[src/hw/rtl/mm4_pkg.sv]
`default_nettype none

package mm4_pkg;

    // Matrix order and number format
    localparam int DIM       = 4;
    localparam int DATA_W    = 32;
    localparam int FRAC_BITS = 16;
    localparam int ROW_W     = $clog2(DIM);

    // Accumulation widths: exact products, one pair level, then the full sum
    localparam int PROD_W = 2 * DATA_W;
    localparam int PAIR_W = PROD_W + 1;
    localparam int SUM_W  = PROD_W + $clog2(DIM);

    typedef logic signed [DATA_W-1:0] data_t;

    // One row of A and the matching row of B
    typedef struct packed {
        data_t left_col0;
        data_t left_col1;
        data_t left_col2;
        data_t left_col3;
        data_t right_col0;
        data_t right_col1;
        data_t right_col2;
        data_t right_col3;
    } row_item_t;

    // One row of C
    typedef struct packed {
        data_t            product_col0;
        data_t            product_col1;
        data_t            product_col2;
        data_t            product_col3;
        logic [ROW_W-1:0] product_row;
        logic             final_row;
    } prod_item_t;

    // Tag that follows a row down the lane pipeline
    typedef struct packed {
        logic             valid;
        logic [ROW_W-1:0] row;
    } tag_t;

    typedef enum logic {
        ST_LOAD,
        ST_RUN
    } state_t;

endpackage

`default_nettype wire

[src/hw/rtl/mm4_merge.sv]
`default_nettype none

// Gathers the lane sums into one product row: shift, saturate, register.
module mm4_merge (
    input  wire logic                               clk,
    input  wire logic                               rst_n,
    input  wire logic                               en,
    input  wire mm4_pkg::tag_t                      tag,
    input  wire logic signed [mm4_pkg::SUM_W-1:0]   sums [mm4_pkg::DIM],
    output logic                                    valid,
    output mm4_pkg::prod_item_t                     item
);

    localparam int SUM_W  = mm4_pkg::SUM_W;
    localparam int DATA_W = mm4_pkg::DATA_W;

    function automatic mm4_pkg::data_t sat(input logic signed [SUM_W-1:0] s);
        logic signed [SUM_W-1:0] sh;
        logic [SUM_W-DATA_W:0]   hi;
        sh = s >>> mm4_pkg::FRAC_BITS;
        hi = sh[SUM_W-1:DATA_W-1];
        if (hi == '0 || hi == '1)
            return sh[DATA_W-1:0];
        else if (sh[SUM_W-1])
            return {1'b1, {(DATA_W-1){1'b0}}};
        else
            return {1'b0, {(DATA_W-1){1'b1}}};
    endfunction

    logic                valid_reg;
    mm4_pkg::prod_item_t item_reg;
    mm4_pkg::prod_item_t item_next;

    always_comb
    begin
        item_next.product_col0 = sat(sums[0]);
        item_next.product_col1 = sat(sums[1]);
        item_next.product_col2 = sat(sums[2]);
        item_next.product_col3 = sat(sums[3]);
        item_next.product_row  = tag.row;
        item_next.final_row    = (tag.row == mm4_pkg::ROW_W'(mm4_pkg::DIM - 1));
    end

    always_ff @(posedge clk or negedge rst_n)
    begin
        if (!rst_n)
            valid_reg <= 1'b0;
        else if (en)
            valid_reg <= tag.valid;
    end

    always_ff @(posedge clk)
    begin
        if (en)
            item_reg <= item_next;
    end

    assign valid = valid_reg;
    assign item  = item_reg;

endmodule

`default_nettype wire

[config.mk]
export PLATFORM = sky130hd
export DESIGN_NAME = mm4_merge
export DESIGN_NICKNAME = d
export VERILOG_FILES = /design/src/hw/rtl/mm4_pkg.sv /design/src/hw/rtl/mm4_merge.sv
export SDC_FILE = /design/constraint.sdc
export NUM_CORES = 1
export LEC_CHECK = 0
export BUFFER_PORTS_ARGS = -buffer_cell sky130_fd_sc_hd__clkbuf_2
export CORE_AREA = 3 3 155 157
export DETAILED_ROUTE_END_ITERATION = 8
export DIE_AREA = 0 0 158 160
export SLEW_MARGIN = 20
export SYNTH_ARGS = -nofsm -noshare
export SYNTH_HDL_FRONTEND = slang
export SYNTH_SLANG_ARGS = --single-unit
[constraint.sdc]
create_clock -name clk -period 1.1 [get_ports clk]
set_clock_uncertainty 0.15 [all_clocks]
set_input_delay 0.22 -clock clk [delete_from_list [all_inputs] [get_ports clk]]
set_output_delay 0.22 -clock clk [all_outputs]
set_load 0.05 [all_outputs]
==> metrics.txt, run 1 <==
input/output buffers 337; cell count after placement 983; layout cell share with drive strength beyond 1 61.5%; post-synthesis sequential area ratio 69.6%; Final ANT Viol Nets 0; reg2reg path depth 1; Area Overhead vs Synth 113%; final HPWL from detailed placement 12.9 mm; commonest non-fill, non-tap cell in the layout clkbuf_2; Total Wirelength 21.6 mm; Core ar. 22600 um^2; DR iter-0 viols 220; die area 25300 um^2; post-route setup slack -0.469 ns; pwr/cell area 1330 nW/um^2; Root Driver clkbuf_16; number of diodes 0; Hold Path Depth 2; vias in the first global route 5612; total CTS buffers 17; Synth cell types 20; Slew HR 51.0%; Setup-failing EPs final 262; Synth Instances 344; Initial Util 25.1%; first-pass GRT wire length 29.6 mm; pin count of the biggest net entering global routing 38; CP Max Fanout 8; # rows 55; most frequent cells in the layout clkbuf_2 (182), dlygate4sd3_1 (132), edfxtp_1 (131), clkbuf_8 (86), buf_8 (51); RSZ-0062 raised after global routing true; Crit. End Element register; Seq cells post-synth 132; Hold Crit Class input port to register; Critical Path AT 1.59 ns; Clock Sinks 132; initial antenna violation count 0; failing checks setup timing; Pwr Total 16.1 mW; final slew viol count 0; Slew @ Worst Pin 0.735 ns; Final nets 1136; die height 160 um; clock-pin slew on the worst setup and hold paths 0.06 ns; Top Ports 402; DRC 0; syn_area_per_cell 16.5 um^2; post-layout util 53.5%; vias per std cell 4.57; Synth Net Count 614; CP required 1.12 ns; Final GP Congestion 0.868; DR WL/cell 18.5 um; Warnings, synthesis 0; maximum clock rate 0.637 GHz; DR vias 5324; grt ovf 0; Pre-antenna DRT Iters 5; max cap viols 0; CTS tree done; Tmin final 1.57 ns; final-report hold violation count 0; status complete, but fails checks; H-Tree Depth 4; Worst-Skew Late Latency 0.40 ns; Worst Path Class, Setup input port to register; Leakage Power 5.33 nW; max reg flops 131; Layout Cells excl Fill 1164; Peak VDD IR 0.000827 V; setup TNS -85.85 ns; area of the mapped netlist 5690 um^2; clk buf depth 2; DIE WIDTH 158 um; startpoint types input port; Tcrit/Tclk final 143%; GRT Total Usage 14.8%
cell usage after synthesis:
cell	number	area [um^2]
edfxtp_1	131	3930
a21o_2	82	718
a21o_1	42	315
nand4_1	20	125
buf_6	18	203
nor4_1	17	106
nor2_1	7	26.3
nor4_2	4	50.1
a311oi_2	3	45.0
a31o_2	3	26.3
and3_1	3	18.8
buf_4	3	22.5
buf_2	2	10.0
clkbuf_1	2	7.51
dlygate4sd3_1	2	20.0
a41o_1	1	10.0
and2_1	1	6.26
dfrtp_1	1	25.0
dlygate4sd1_1	1	8.76
mux2_2	1	11.3
worst paths after layout:
kind,from,endpoint,slack [ns]
hold / removal,sums[263],item[130]$_DFFE_PP_,0.05
max in group asynchronous,rst_n,valid$_DFFE_PN0P_,0.17
min in group asynchronous,rst_n,valid$_DFFE_PN0P_,0.51
setup / recovery,sums[47],item[29]$_DFFE_PP_,-0.47
hold reg to reg,valid$_DFFE_PN0P_,valid$_DFFE_PN0P_,0.39
setup reg to reg,valid$_DFFE_PN0P_,valid$_DFFE_PN0P_,0.17
metal layers:
metal	track usage (%)	share of wire, %	vias to the layer above	wire, um
met5	0	0	-	0
met4	4.81	2.4	0	528
met3	4.82	7.7	42	1650
met2	27.8	54	246	11700
met1	15.4	36	2595	7680
li1	-	-	2441	-
cell type report:
type | instances | area, um^2
clock buffer | 19 | 433
sequential | 132 | 3960
tap | 285 | 357
clock inverter | 13 | 159
timing repair buffer | 530 | 5170
fill | 1762 | 10500
multi-input combinational | 185 | 2030
timing repair:
action / 4_1_cts / 5_1_grt
pin swaps: 3 / 8
setup endpoints to repair: 256 / 256
buffers inserted: 2 / 3
gates cloned: 3 / 10
gates resized for setup: 286 / 152
hold buffers: 130 / 2
endpoints found under the hold margin: 135 / 6
metrics by stage:
step / hold WS [ns] / worst slack [ns] / instance area [um^2]
after CTS: -0.0184 / -0.395 / 11300
after global placement: -0.155 / -0.880 / 8150
after floorplan: -0.226 / -0.556 / 5840
final: 0.0513 / -0.469 / 12100
after detailed placement: -0.152 / -0.864 / 8150
after global routing: 0.0285 / -0.515 / 12100
report_power, final:
group | switching (mW) | internal, mW | total [mW]
Sequential | 0.205 | 5.99 | 6.19
Clock | 2.19 | 3.56 | 5.75
Combinational | 2.23 | 1.93 | 4.16
Total | 4.62 | 11.5 | 16.1
cell families (layout without fill, tap and decap cells):
kind of cell / count (synthesis) / in the layout / synth area share (%)
compound gates: 131 / 132 / 19.6
simple gates: 52 / 52 / 5.85
mux: 1 / 1 / 0.198
flops: 132 / 132 / 69.6
buf+inv: 28 / 562 / 4.77
worst max-delay path: stages:
cell and delay (ns):
buf_4 0.12, nor4_4 0.27, nand4_1 0.14, nor4_2 0.15, buf_4 0.16, a311oi_4 0.09
clkbuf_16 0.25, a21o_2 0.18
Note: power is estimated with default switching activity, not from simulation.
==> run 2: changes to the inputs <==
clock period = 1.9 ns   (was 1.1 ns; I/O delays follow)
==> run 2 against run 1 <==
Against the previous run:
- the run now ends clean
- final cell count down 13%
- routed wire length decreased by 25%
- total power down 47%
- global-route usage down 2.6 points
- utilization down 15 points
- design area is 29% lower
- sequential power decreased by 43%
- non-clock buffer count down 147
- flip-flop and latch count did not move
- via count decreased by 15%
- clock-buffer cell count unchanged
- critical path type unchanged
- highest routed layer is now met5
==> metrics.txt, run 2 (same netlist as run 1, synthesis figures left out) <==
Crit. End Element register; Hold Crit Class input port to register; most frequent cells in the layout clkbuf_2 (336), edfxtp_1 (131), a21o_2 (82), a21o_1 (42), buf_4 (32); Final nets 988; DRC 0; FILL cells 2237; final-report hold violation count 0; Core ar. 22600 um^2; clock power share 40.1%; Peak VDD IR 0.000479 V; initial antenna violation count 1; DR vias 4517; critical path depth 8; Final ANT Viol Nets 0; max reg flops 131; DIE WIDTH 158 um; critical path's top delay family simple AND/OR/NAND/NOR gates; H-Tree Depth 4; max cap viols 0; maximum clock rate 0.592 GHz; multi-input logic area 1500 um^2; reg2reg setup slack 0.97 ns; Worst path max stage delay 0.31 ns; Slowest cell on crit path nor4_1; Worst-Skew Late Latency 0.40 ns; CP Max Fanout 6; die area 25300 um^2; R2R Path End valid$_DFFE_PN0P_; Slew HR 65.3%; Top Ports 402; Layout Cells excl Fill 1016; total CTS buffers 17; sequential cell area 3960 um^2; Initial Util 25.1%; layout cell share with drive strength beyond 1 69.1%; vias in the first global route 4585; clock-pin slew on the worst setup and hold paths 0.06 ns; Pre-antenna DRT Iters 4; Area Overhead vs Synth 51.3%; internal power component 6.04 mW; DR iter-0 viols 208; startpoint types input port; FF-to-FF Start valid$_DFFE_PN0P_; RSZ-0062 raised after global routing false; Root Driver clkbuf_16; Worst Path Class, Setup input port to register; DR WL/cell 15.9 um; cell mode on critical path buf_4; final HPWL from detailed placement 12.7 mm; Total Wirelength 16.2 mm; Seq pwr share 41.3%; Sw Share 29.2%; # rows 55; pin count of the biggest net entering global routing 46; grt ovf 0; vias per std cell 4.45; first-pass GRT wire length 23.9 mm; GRT Total Usage 12.2%; CTS tree done; Critical Path AT 1.70 ns; pwr/cell area 992 nW/um^2; Tmin final 1.69 ns; input/output buffers 337; worst hold endpoint valid$_DFFE_PN0P_; Hold Path Depth 2; die height 160 um; Setup-failing EPs final 0; status finished clean; final slew viol count 0; crit path buf inv count 3; reg2reg path depth 1; Final GP Congestion 0.777; Clock Sinks 132; clk buf depth 2; cell count after placement 981; Leakage Power 4.14 nW; Slew @ Worst Pin 0.520 ns; Pwr Total 8.54 mW; HP Start tag[2]; critical path, cell by cell clkbuf_2 -> nor4_1 -> nand4_1 -> nor4_2 -> buf_4 -> a311oi_4 -> buf_4 -> a21o_2; commonest non-fill, non-tap cell in the layout clkbuf_2; area post-placement 7960 um^2; design area 8610 um^2; number of diodes 0; switching power 2.50 mW; Tcrit/Tclk final 88.9%; Logic pwr share 18.7%; CP required 1.91 ns
==> run 2: cell count changes in the layout (fill, tap and decap cells not counted), sizes merged <==
cell	previous run	this run
dlygate4sd3	132	3
buf	121	44
clkbuf	296	355
clkinvlp	5	1
inv	1	4
a311oi	4	3
clkinv	4	5
==> run 2: area by class of cell <==
type | instances | area share, %
well taps | 285 | 4.14
repair buffers | 383 | 25.4
clock inverters | 13 | 2.01
multi-input cells | 184 | 17.4
flip-flops and latches | 132 | 46.0
clock buffers | 19 | 5.14
==> run 2: per-stage QoR <==
| stage | setup TNS (ns) | setup slack [ns] | hold slack, ns | util, % |
|---|---|---|---|---|
| after floorplan | 0 | 0.0721 | -0.0656 | - |
| after global placement | -21.23 | -0.220 | 0.00492 | 35.2 |
| after detailed placement | -22.98 | -0.245 | 0.00885 | 35.2 |
| after CTS | 0 | 0.199 | 0.0309 | 38.0 |
| after global routing | 0 | 0.0622 | 0.0288 | 38.0 |
| final | 0 | 0.210 | 0.0565 | 38.0 |
==> run 2: repair_timing <==
item | in CTS | in global routing
gates resized for setup | 0 | 0
setup buffers | 0 | 0
endpoints found under the hold margin | 3 | 0
hold buffers | 3 | 0
==> run 2: how the worst max path moves through the flow <==
stage               slack [ns]      start                  end
detailed placement       -0.25   sums[65]   item[31]$_DFFE_PP_
global route              0.06  sums[263]  item[120]$_DFFE_PP_
finish                    0.21   sums[65]   item[31]$_DFFE_PP_
floorplan                 0.07  sums[189]   item[68]$_DFFE_PP_
CTS                       0.20   sums[65]   item[31]$_DFFE_PP_
global placement         -0.22  sums[181]   item[67]$_DFFE_PP_
==> run 2: routing by layer <==
| metal | vias to the layer above | global-route usage [%] | wire length [um] |
|---|---|---|---|
| li1 | 2140 | - | - |
| met1 | 2132 | 13.5 | 6200 |
| met2 | 221 | 20.9 | 8040 |
| met3 | 22 | 5.28 | 1580 |
| met4 | 2 | 4.46 | 370 |
| met5 | - | 0 | 13 |
==> run 2: power by group through the flow <==
stage | Clock, mW | Combinational (mW) | Sequential (mW)
global placement | 0 | 1.60 | 3.58
finish | 3.42 | 1.59 | 3.52
CTS | 3.55 | 1.61 | 3.53
floorplan | 0 | 0.189 | 4.39
detailed placement | 0 | 1.60 | 3.59
global route | 3.69 | 1.68 | 3.55
